**config.mk**
```make
export PLATFORM = sky130hd
export DESIGN_NAME = shift_register_io_scanner_flat
export DESIGN_NICKNAME = d
export VERILOG_FILES = /design/src/hdl/srio_pkg.sv /design/src/hdl/srio_chan_if.sv /design/src/hdl/srio_seq.sv /design/src/hdl/shift_register_io_scanner.sv /design/src/flat_wrapper.sv
export VERILOG_INCLUDE_DIRS = /design/src /design/src/hdl
export SDC_FILE = /design/constraint.sdc
export NUM_CORES = 1
export LEC_CHECK = 0
export ABC_CLOCK_PERIOD_IN_PS = 5210
export BUFFER_PORTS_ARGS = -buffer_cell sky130_fd_sc_hd__clkbuf_2
export CELL_PAD_IN_SITES_DETAIL_PLACEMENT = 1
export CELL_PAD_IN_SITES_GLOBAL_PLACEMENT = 2
export CORE_MARGIN = 1.5
export CORE_UTILIZATION = 40
export DETAILED_ROUTE_END_ITERATION = 12
export PLACE_DENSITY = 0.78
export SYNTH_ARGS = -nofsm -noshare
export SYNTH_HDL_FRONTEND = slang
export SYNTH_SLANG_ARGS = --single-unit
```
**constraint.sdc**
```tcl
create_clock -name clk -period 5.21 [get_ports clk]
set_clock_uncertainty 0.15 [all_clocks]
set_input_delay 1.042 -clock clk [delete_from_list [all_inputs] [get_ports clk]]
set_output_delay 1.042 -clock clk [all_outputs]
set_load 0.02 [all_outputs]
```
**src/hdl/shift_register_io_scanner_macros.svh**
```systemverilog
// Assertion macros for the shift-register I/O scanner.
// No dependencies; included by the modules that carry assertions.
`ifndef SHIFT_REGISTER_IO_SCANNER_MACROS_SVH
`define SHIFT_REGISTER_IO_SCANNER_MACROS_SVH
`ifndef SYNTHESIS
`define SRIO_ASSERT_IMPL(label, clk, rst_n, ante, cons) \
    label: assert property (@(posedge clk) disable iff (!rst_n) (ante) |-> (cons)) \
        else $error("assertion failed");
`define SRIO_ASSERT_NEXT(label, clk, rst_n, ante, cons) \
    label: assert property (@(posedge clk) disable iff (!rst_n) (ante) |=> (cons)) \
        else $error("assertion failed");
`else
`define SRIO_ASSERT_IMPL(label, clk, rst_n, ante, cons)
`define SRIO_ASSERT_NEXT(label, clk, rst_n, ante, cons)
`endif
`endif

```
**src/hdl/srio_pkg.sv**
```systemverilog
// Shared types and constants for the shift-register I/O scanner.
// No dependencies.
package srio_pkg;

    localparam int IMAGE_BITS        = 32;
    localparam int INPUT_COUNT_DEF   = 32;
    localparam int OUTPUT_COUNT_DEF  = 32;

    localparam logic [2:0] ACT_TICK     = 3'd0;
    localparam logic [2:0] ACT_START    = 3'd1;
    localparam logic [2:0] ACT_SET_OUT  = 3'd2;
    localparam logic [2:0] ACT_READ_IN  = 3'd3;
    localparam logic [2:0] ACT_READ_OUT = 3'd4;

    typedef struct packed {
        logic [2:0] action;
        logic [4:0] bit_index;
        logic       bit_value;
        logic       serial_in;
    } cmd_item_t;

    typedef struct packed {
        logic load_pin;
        logic shift_pin;
        logic store_pin;
        logic data_pin;
        logic busy_res;
        logic read_bit;
        logic rejected;
    } rsp_item_t;

    typedef struct packed {
        logic       busy;
        logic       busy_next;
        logic       step_fire;
        logic [5:0] step_idx;
        logic       load_pin;
        logic       shift_pin;
        logic       store_pin;
    } seq_status_t;

endpackage

```
**src/hdl/srio_chan_if.sv**
```systemverilog
// Valid/ready channel carrying one transaction payload.
// Payload type is set per instance, normally from srio_pkg.
interface srio_chan_if #(
    parameter type payload_t = logic
);
    logic     valid;
    logic     ready;
    payload_t data;

    modport source (output valid, output data, input ready);
    modport sink   (input valid, input data, output ready);
endinterface

```
**src/hdl/srio_seq.sv**
```systemverilog
// Exchange sequencer: stage, pulse phase, bit and delay counters.
// Depends on srio_pkg and the scanner macro header.
`include "shift_register_io_scanner_macros.svh"

module srio_seq
    import srio_pkg::*;
#(
    parameter int OUTPUT_COUNT = OUTPUT_COUNT_DEF
) (
    input  logic        clk,
    input  logic        rst_n,
    input  logic        tick_en,
    input  logic        start_en,
    input  logic [15:0] delay_ticks,
    output seq_status_t status
);

    localparam logic [1:0] STAGE_IDLE  = 2'd0;
    localparam logic [1:0] STAGE_LOAD  = 2'd1;
    localparam logic [1:0] STAGE_SHIFT = 2'd2;
    localparam logic [1:0] STAGE_STORE = 2'd3;

    localparam logic [1:0] PHASE_HIGH = 2'd1;
    localparam logic [1:0] PHASE_LAST = 2'd2;

    logic [1:0]  stage_reg, stage_next;
    logic [1:0]  phase_reg, phase_next;
    logic [5:0]  bc_reg, bc_next;
    logic [15:0] dc_reg, dc_next;
    logic [15:0] limit;
    logic [15:0] dc_inc;
    logic [6:0]  bc_inc;
    logic        fire;

    always_comb
    begin
        limit      = (delay_ticks == 16'd0) ? 16'd1 : delay_ticks;
        dc_inc     = dc_reg + 16'd1;
        bc_inc     = {1'b0, bc_reg} + 7'd1;
        stage_next = stage_reg;
        phase_next = phase_reg;
        bc_next    = bc_reg;
        dc_next    = dc_reg;
        fire       = 1'b0;
        if (start_en)
        begin
            stage_next = STAGE_LOAD;
            phase_next = 2'd0;
            bc_next    = 6'd0;
            dc_next    = 16'd0;
        end
        else if (tick_en && stage_reg != STAGE_IDLE)
        begin
            if (dc_inc < limit)
            begin
                dc_next = dc_inc;
            end
            else
            begin
                dc_next = 16'd0;
                if (phase_reg != PHASE_LAST)
                begin
                    phase_next = phase_reg + 2'd1;
                end
                else
                begin
                    phase_next = 2'd0;
                    case (stage_reg)
                        STAGE_LOAD:
                        begin
                            stage_next = STAGE_SHIFT;
                            bc_next    = 6'd0;
                            fire       = 1'b1;
                        end
                        STAGE_SHIFT:
                        begin
                            if (bc_inc < 7'(OUTPUT_COUNT))
                            begin
                                bc_next = bc_inc[5:0];
                                fire    = 1'b1;
                            end
                            else
                            begin
                                stage_next = STAGE_STORE;
                            end
                        end
                        STAGE_STORE:
                        begin
                            stage_next = STAGE_IDLE;
                            bc_next    = 6'd0;
                        end
                        default:
                        begin
                            stage_next = stage_reg;
                        end
                    endcase
                end
            end
        end
    end

    always_ff @(posedge clk or negedge rst_n)
    begin
        if (!rst_n)
        begin
            stage_reg <= STAGE_IDLE;
            phase_reg <= 2'd0;
            bc_reg    <= 6'd0;
            dc_reg    <= 16'd0;
        end
        else
        begin
            stage_reg <= stage_next;
            phase_reg <= phase_next;
            bc_reg    <= bc_next;
            dc_reg    <= dc_next;
        end
    end

    always_comb
    begin
        status.busy      = (stage_reg != STAGE_IDLE);
        status.busy_next = (stage_next != STAGE_IDLE);
        status.step_fire = fire;
        status.step_idx  = bc_next;
        status.load_pin  = (stage_next == STAGE_LOAD)  && (phase_next == PHASE_HIGH);
        status.shift_pin = (stage_next == STAGE_SHIFT) && (phase_next == PHASE_HIGH);
        status.store_pin = (stage_next == STAGE_STORE) && (phase_next == PHASE_HIGH);
    end

    `SRIO_ASSERT_IMPL(a_idle_clear, clk, rst_n, stage_reg == STAGE_IDLE, phase_reg == 2'd0 && dc_reg == 16'd0)
    `SRIO_ASSERT_IMPL(a_phase_range, clk, rst_n, 1'b1, phase_reg != 2'd3)
    `SRIO_ASSERT_NEXT(a_start_load, clk, rst_n, start_en, stage_reg == STAGE_LOAD && bc_reg == 6'd0)

endmodule

```
**src/hdl/shift_register_io_scanner.sv**
```systemverilog
// Shift-register I/O expander chain scanner, top level.
// Depends on srio_pkg, srio_chan_if, srio_seq and the scanner macro header.
//
// Usage:
//   cmd carries one transaction per item: tick, start exchange, set output bit,
//   read input bit or read output bit. rsp returns exactly one transaction per
//   cmd item, in order, with the pin levels after that item, busy, read data
//   and a reject flag. cfg_wr_en/cfg_wr_data write the delay (ticks per pulse
//   phase, zero acts as one); write it only while no exchange runs.
//   Response: registered, valid in the cycle after its command is taken.
//   Throughput: one command per cycle while rsp takes responses; each item is
//   a counter step and a bit update done between the state registers and the
//   response register. If rsp stalls, the response register holds and
//   cmd.ready drops until the response is taken; cmd.ready is high whenever
//   the register is empty or being drained in the same cycle.
//   Reset: images, sequencer and delay counter clear, delay becomes 1, the
//   response register empties.
`include "shift_register_io_scanner_macros.svh"

module shift_register_io_scanner
    import srio_pkg::*;
#(
    parameter int INPUT_COUNT  = INPUT_COUNT_DEF,
    parameter int OUTPUT_COUNT = OUTPUT_COUNT_DEF
) (
    input  logic        clk,
    input  logic        rst_n,
    srio_chan_if.sink   cmd,
    srio_chan_if.source rsp,
    input  logic        cfg_wr_en,
    input  logic [15:0] cfg_wr_data
);

    localparam int IMG_IN_W  = (INPUT_COUNT  < IMAGE_BITS) ? INPUT_COUNT  : IMAGE_BITS;
    localparam int IMG_OUT_W = (OUTPUT_COUNT < IMAGE_BITS) ? OUTPUT_COUNT : IMAGE_BITS;

    logic [15:0]          delay_reg;
    logic [IMG_IN_W-1:0]  in_img_reg, in_img_next;
    logic [IMG_OUT_W-1:0] out_img_reg, out_img_next;
    logic                 data_reg, data_next;
    logic                 rsp_valid_reg;
    rsp_item_t            rsp_reg, rsp_next;

    logic                 accept;
    logic                 tick_en;
    logic                 start_en;
    seq_status_t          seq_st;
    cmd_item_t            c;
    logic [5:0]           idx_ext;
    logic                 in_range_in;
    logic                 in_range_out;
    logic [IMG_IN_W-1:0]  rd_in_shift;
    logic [IMG_OUT_W-1:0] rd_out_shift;
    logic [IMG_IN_W-1:0]  step_mask;
    logic [IMG_OUT_W-1:0] step_shift;
    logic [IMG_OUT_W-1:0] set_mask;
    logic                 rd;
    logic                 rej;

    assign c         = cmd.data;
    assign cmd.ready = !rsp_valid_reg || rsp.ready;
    assign accept    = cmd.valid && cmd.ready;
    assign tick_en   = accept && (c.action == ACT_TICK);
    assign start_en  = accept && (c.action == ACT_START) && !seq_st.busy;

    srio_seq #(
        .OUTPUT_COUNT (OUTPUT_COUNT)
    ) u_seq (
        .clk         (clk),
        .rst_n       (rst_n),
        .tick_en     (tick_en),
        .start_en    (start_en),
        .delay_ticks (delay_reg),
        .status      (seq_st)
    );

    always_comb
    begin
        idx_ext      = {1'b0, c.bit_index};
        in_range_in  = idx_ext < 6'(IMG_IN_W);
        in_range_out = idx_ext < 6'(IMG_OUT_W);
        rd_in_shift  = in_img_reg >> c.bit_index;
        rd_out_shift = out_img_reg >> c.bit_index;
        step_mask    = IMG_IN_W'(1) << seq_st.step_idx;
        step_shift   = out_img_reg >> seq_st.step_idx;
        set_mask     = IMG_OUT_W'(1) << c.bit_index;

        in_img_next  = in_img_reg;
        out_img_next = out_img_reg;
        data_next    = data_reg;
        rd           = 1'b0;
        rej          = 1'b0;

        if (seq_st.step_fire)
        begin
            in_img_next = c.serial_in ? (in_img_reg | step_mask) : (in_img_reg & ~step_mask);
            data_next   = step_shift[0];
        end

        case (c.action)
            ACT_TICK:
            begin
                rej = 1'b0;
            end
            ACT_START:
            begin
                rej = seq_st.busy;
            end
            ACT_SET_OUT:
            begin
                if (seq_st.busy || !in_range_out)
                begin
                    rej = 1'b1;
                end
                else
                begin
                    out_img_next = c.bit_value ? (out_img_reg | set_mask)
                                               : (out_img_reg & ~set_mask);
                end
            end
            ACT_READ_IN:
            begin
                rej = !in_range_in;
                rd  = in_range_in && rd_in_shift[0];
            end
            ACT_READ_OUT:
            begin
                rej = !in_range_out;
                rd  = in_range_out && rd_out_shift[0];
            end
            default:
            begin
                rej = 1'b1;
            end
        endcase

        rsp_next.load_pin  = seq_st.load_pin;
        rsp_next.shift_pin = seq_st.shift_pin;
        rsp_next.store_pin = seq_st.store_pin;
        rsp_next.data_pin  = data_next;
        rsp_next.busy_res  = seq_st.busy_next;
        rsp_next.read_bit  = rd;
        rsp_next.rejected  = rej;
    end

    always_ff @(posedge clk or negedge rst_n)
    begin
        if (!rst_n)
        begin
            delay_reg     <= 16'd1;
            in_img_reg    <= '0;
            out_img_reg   <= '0;
            data_reg      <= 1'b0;
            rsp_valid_reg <= 1'b0;
        end
        else
        begin
            if (cfg_wr_en)
            begin
                delay_reg <= cfg_wr_data;
            end
            if (accept)
            begin
                in_img_reg    <= in_img_next;
                out_img_reg   <= out_img_next;
                data_reg      <= data_next;
                rsp_valid_reg <= 1'b1;
            end
            else if (rsp.ready)
            begin
                rsp_valid_reg <= 1'b0;
            end
        end
    end

    always_ff @(posedge clk)
    begin
        if (accept)
        begin
            rsp_reg <= rsp_next;
        end
    end

    assign rsp.valid = rsp_valid_reg;
    assign rsp.data  = rsp_reg;

    `SRIO_ASSERT_NEXT(a_accept_gives_rsp, clk, rst_n, accept, rsp_valid_reg)
    `SRIO_ASSERT_IMPL(a_pins_exclusive, clk, rst_n, rsp_valid_reg, $onehot0({rsp_reg.load_pin, rsp_reg.shift_pin, rsp_reg.store_pin}))
    `SRIO_ASSERT_IMPL(a_pin_needs_busy, clk, rst_n, rsp_valid_reg && (rsp_reg.load_pin || rsp_reg.shift_pin || rsp_reg.store_pin), rsp_reg.busy_res)

endmodule

```
**src/flat_wrapper.sv**
```systemverilog
// flat-port wrapper written by rule: the top's interface ports become plain ports
module shift_register_io_scanner_flat import srio_pkg::*;
#(
    parameter int INPUT_COUNT  = INPUT_COUNT_DEF,
    parameter int OUTPUT_COUNT = OUTPUT_COUNT_DEF
)
  (clk, rst_n, cfg_wr_en, cfg_wr_data, cmd_valid, cmd_data, cmd_ready, rsp_valid, rsp_data, rsp_ready);
  srio_chan_if #(.payload_t(cmd_item_t)) cmd_i ();
  srio_chan_if #(.payload_t(rsp_item_t)) rsp_i ();
  input  logic clk;
  input  logic rst_n;
  input  logic cfg_wr_en;
  input  logic [15:0] cfg_wr_data;
  input wire logic [$bits(cmd_i.valid)-1:0] cmd_valid;
  input wire logic [$bits(cmd_i.data)-1:0] cmd_data;
  output wire logic [$bits(cmd_i.ready)-1:0] cmd_ready;
  output wire logic [$bits(rsp_i.valid)-1:0] rsp_valid;
  output wire logic [$bits(rsp_i.data)-1:0] rsp_data;
  input wire logic [$bits(rsp_i.ready)-1:0] rsp_ready;
  assign cmd_i.valid = cmd_valid;
  assign cmd_i.data = cmd_data;
  assign cmd_ready = cmd_i.ready;
  assign rsp_valid = rsp_i.valid;
  assign rsp_data = rsp_i.data;
  assign rsp_i.ready = rsp_ready;
  shift_register_io_scanner #(.INPUT_COUNT(INPUT_COUNT), .OUTPUT_COUNT(OUTPUT_COUNT)) u_core (.clk(clk), .rst_n(rst_n), .cmd(cmd_i), .rsp(rsp_i), .cfg_wr_en(cfg_wr_en), .cfg_wr_data(cfg_wr_data));
endmodule
```
======== After elaboration in Yosys (flattened, before gate mapping) ========
Index checks and enable logic that the tools add are counted.
word-level totals
  register bits after elaboration ......... 115
  logic and storage cells ................. 100
  bits of input ports ..................... 31
  output and inout port bits .............. 9
operators by class
  eq/ne operators ......................... 12
  reductions and logical operators ........ 21
  muxes and demuxes ....................... 34
  bitwise logic cells ..................... 7
  order comparisons ....................... 2
  add/sub/neg operators ................... 3
  shift operators ......................... 5
operators by type and width
  cell                                                                   number
  32-bit AND                                                             2
  16-bit 2-to-1 mux                                                      4
  32-bit 2-to-1 mux                                                      2
  32-bit inverter                                                        2
  32-bit bitwise OR                                                      2
  32-bit by 5-bit right shift with 1-bit output                          2
  1-bit by 5-bit << shifter with 32-bit output (first input constant)    1
  1-bit by 6-bit << shifter with 32-bit output (first input constant)    1
  32-bit by 6-bit right shift with 1-bit output                          1
  6-bit 2-to-1 mux                                                       5
  2-bit 2-to-1 mux                                                       9
  16-bit by 1-bit adder with 16-bit output (second input constant)       1
  16-bit zero test                                                       1
  16-bit < comparator                                                    1
  6-bit case mux with 2 select lines                                     1
  1-bit 2-to-1 mux                                                       9
  2-bit == test (second input constant)                                  4
  1-bit logical AND                                                      8
  2-bit nonzero test                                                     4
  6-bit by 1-bit adder with 7-bit output (second input constant)         1
  7-bit by 6-bit < comparator with 1-bit output (second input constant)  1
  2-bit by 1-bit == test with 1-bit output (second input constant)       3
  3-bit by 2-bit == test with 1-bit output (second input constant)       2
  2-bit case mux with 3 select lines                                     1
  other kinds (14)                                                       16

======== Longest topological paths before layout ========
  word-level depth ........................ 12
  depth in mapped cells ................... 19
  mapped depth without buffers ............ 18

======== Hierarchy ========
Synthesis repeated with hierarchy kept, for this count alone.
second synthesis, totals
  cell total of the unflattened synthesis .. 598
  area, all modules ....................... 6645.1 um2
modules (own cells, without submodules)
  module                     seq. area each (um2)  cells each  instances  area an instance (um2)
  shift_register_io_scanner  2263.4                378         1          4636.9
  srio_seq                   650.6                 220         1          2008.2

======== Worst setup path after synthesis ========
No wires, ideal clock.
  kind .................................... register to register
  start point ............................. reg u_core.u_seq.dc_reg[0]
  end point ............................... reg u_core.rsp_reg, in the netlist u_core.rsp.data[3] (data pin)
  setup time .............................. 0.257 ns
  data required time ...................... 4.803 ns
  buffers on the path ..................... 1
  path slack .............................. 0.587 ns
  arrival ................................. 4.216 ns
  period minus slack after synthesis ...... 4.623 ns
  cell stages (with the launch flop) ...... 18
  path through ............................ dfrtp_1 > ha_1 > nand3_1 > nor2_1 > and3_1 > clkbuf_1 > and3_1 > xor2_1 > ha_1 > and4_1 > a221oi_1 > o211a_2 > nor2_1 > o21ai_1 > mux2_2 > o2111ai_1 > nand4_1 > a32o_1
between the ends
  word-level cells in the longest chain between the ends .. 7
  elaborated cells on any way between the ends .. 10
  classes of those cells .................. 1 x add/sub; 1 x order compare; 1 x shift; 7 x mux
ends and longest elaborated chain
  item                                           RTL line                          RTL
  start: declaration                             srio_seq.sv:29                    logic [15:0] dc_reg, dc_next;
  start signal: assignment                       srio_seq.sv:116                   dc_reg <= dc_next;
  16-bit by 1-bit adder with 16-bit output (*)   srio_seq.sv:38                    dc_inc = dc_reg + 16'd1;
  16-bit < comparator (*)                        srio_seq.sv:54                    if (dc_inc < limit)
  6-bit 2-to-1 mux                               srio_seq.sv:54
  6-bit 2-to-1 mux                               srio_seq.sv:52                    else if (tick_en && stage_reg != STAGE_IDLE)
  6-bit 2-to-1 mux                               srio_seq.sv:45                    if (start_en)
  32-bit by 6-bit right shift with 1-bit output  shift_register_io_scanner.sv:85   step_shift = out_img_reg >> seq_st.step_idx;
  1-bit 2-to-1 mux (*)                           shift_register_io_scanner.sv:94   if (seq_st.step_fire)
  net u_core.data_next                           shift_register_io_scanner.sv:40   logic data_reg, data_next;
  end signal: assignment                         shift_register_io_scanner.sv:180  rsp_reg <= rsp_next;
  end: declaration                               shift_register_io_scanner.sv:42   rsp_item_t rsp_reg, rsp_next;
Mark *: on every way through the listed nets, which the timed path passes. The rest lies on a longest branch.
A chain may end at the register's enable or synchronous reset.

======== Worst setup path after layout ========
Ends and elaborated chain as after synthesis.

==> metrics.txt <==
outcome finished, final reports clean; Post-Place Setup Slack 0.0987 ns; share of the cycle needed by the critical path after routing 0.941; antenna violations before repair 0; Power per Cell Area 302 nW/um^2; final core utilization 0.472; clock insertion delay at the later pin of the skew report 0.43 ns; met1 Resource Use GR 0.297; detailed-routing iteration count for the pre-antenna-repair pass 4; worst endpoint data arrival time 4.92 ns; CTS Buf Count 17; Hold WS 0.332 ns; LEAKAGE 3.57 nW; count of boundary I/O pins 40; die outline area 17,700 sq um; cell area after technology mapping 6750 sq um; number of DRC violations after detailed routing 0; Final nets 747; remaining antenna violation count after routing 0; library cell with the largest summed area after synthesis dfrtp_1; highest clock rate 204 MHz; routed wire length per instance 19.7 um; number of max-cap violations 0; sequential element share of the synthesized area 0.432; WP data required 5.23 ns; wire length of the first global-routing pass 30.0 mm; Max clock buf depth 2; core area 16,500 sq um; die boundary width 133 um; Vert. Die Dim 133 um; effective utilization at floorplan 0.409; CTS Root Cell clkbuf_16; clock sink total 115; clock-pin slew on the worst setup and hold paths 0.06 ns; share of synthesized registers carrying an async set or reset 0.939; via count 5,225; leading register cell type out of synthesis dfrtp_1; most congested layer reported by global routing met2; DR iter-0 viols 333; final worst slack 0.309 ns; Syn Nets 714; Tightest Hold Check Type reg2reg; met2 usage in global routing 0.362; global placer's final weighted congestion 0.853; Post-Syn Instances 662; Critical Setup Path Class reg2reg; Overall Global Routing Usage 0.219; Post-Route Setup TNS 0 ns; half-perimeter wire length after placement 12.9 mm; number of warnings printed during yosys synthesis 0; EDFF count, synth 7; mean area per synthesized cell 10.2 sq um; Distinct cells, synth 74; final count of negative-setup-slack endpoints 0; tightest slew margin relative to the limit 0.259; floorplan row count 47; number of buffers added on ports 39; global-route track usage on met3 0.0326; cell area after layout 7790 sq um; cell types occupying the most area after synthesis dfrtp_1, mux2_2, mux4_2; final-layout fill cell count 1,841; non-filler instance count after layout 928; number of hold violations in the final report 0; fraction of synthesized cell area taken by the top area cell type 0.397; drt total wl 18.3 mm; Critical Path Sink Type register; instance count after placement with tap cells included 895; number of flip-flops and latches in the synthesized netlist 115; unrepaired setup endpoints after global routing no; total power consumption of the routed design 2.35 mW; count of final max-slew check failures 0; slew of the pin with the lowest slew margin 1.11 ns; Area growth syn-to-layout 15.4%; clock tree from TritonCTS done; number of H-tree branching levels 4; number of diodes added for antenna fixing 0; via count of the first global-routing pass 5,590; per-cell via count in the routed design 5.63; total overflow reported by the global router 0; layout cells sized above 1 0.242; post-route minimum period 4.90 ns; category of the worst setup path launch point register; Crit Path Max Fanout 12; Max VDD drop 0.229 mV; post-detailed-placement cell area 7130 sq um; largest net degree at the start of global routing 79
==> cell usage in the layout (no fill, tap or decap), types with 5 or more instances in the layout <==
master	count
dfrtp_1	107
nand2_1	75
nor2_1	65
mux2_2	51
o21ai_0	39
clkbuf_2	38
inv_1	34
nand3_1	24
mux4_2	21
ha_1	21
clkbuf_16	18
a21oi_1	17
nor3_1	14
mux2_1	11
a22o_1	10
xnor2_1	8
and2_1	8
nand2b_1	8
xor2_1	7
and3_1	7
buf_4	7
edfxtp_1	7
nor2b_1	6
nor4_1	5
nand3b_1	5
nor3b_1	5
==> layer usage <==
metal,share of wire,vias up
met5,0,-
met4,0.0094,0
met3,0.038,12
met2,0.49,117
met1,0.46,2660
li1,-,2436
==> synthesized netlist by cell type (6+ instances only) <==
master and n:
nand2_1 75, and3_1 8, o21ai_0 39, a21oi_1 17, mux2i_1 6, edfxtp_1 7, mux2_1 11, a22o_1 10
nand2b_1 8, mux2_2 51, nor2b_1 6, inv_1 34, dfrtp_1 107, nor2_1 65, clkbuf_1 24, mux4_2 21
xor2_1 7, nand3_1 24, and2_1 8, ha_1 21, nor3_1 15, xnor2_1 8
==> power breakdown <==
part / switching (mW) / internal (mW)
Combinational: 0.112 / 0.0630
Clock: 0.420 / 0.816
Sequential: 0.0190 / 0.924
Total: 0.550 / 1.80
==> final cells by class <==
type | count | area, sq um | area share
Multi-Input combinational cell | 482 | 3610 | 0.463
Sequential cell | 115 | 2910 | 0.374
Clock buffer | 24 | 503 | 0.0645
Tap cell | 220 | 275 | 0.0353
Timing Repair Buffer | 45 | 243 | 0.0311
Inverter | 34 | 128 | 0.0164
Clock inverter | 8 | 121 | 0.0156
==> critical path, cell delays in order (launching register included) <==
cell	delay (ns)
dfrtp_1	0.42
ha_1	0.27
nand3_1	0.15
nor2_1	0.20
and3_1	0.28
and3_1	0.21
xor2_1	0.08
ha_1	0.32
and4_1	0.23
nand2_1	0.12
a211o_1	0.32
o211a_2	0.18
or4_4	0.56
a21oi_4	0.32
nand2_2	0.15
or3_1	0.42
a32o_1	0.25
==> what timing repair did <==
item,4_1_cts,5_1_grt
hold endpoints to repair,0,0
setup endpoints to repair,0,26
resized for setup,0,7
hold buffers,0,0
buffers inserted,0,1
==> cells by family after synthesis <==
group,Yosys count,synth area share
mux,89,0.182
compound gates,108,0.108
flops,115,0.432
buf+inv,65,0.0389
xor+xnor,15,0.0195
fa+ha+maj,21,0.0389
simple gates,249,0.180
==> worst paths after layout <==
path	start	end	slack (ns)	depth (start not counted)
max reg2reg	u_core.u_seq.dc_reg[0]	u_core.rsp.data[3]	0.31	16
min in group asynchronous	rst_n	asynchronous set/reset pin	0.62	1
max in group asynchronous	rst_n	u_core.delay_reg[0]	3.23	2
min	register	register	0.33	1
min reg2reg	register	register	0.33	1
max	u_core.u_seq.dc_reg[0]	u_core.rsp.data[3]	0.31	16
Power figures use the tool's default switching activity.
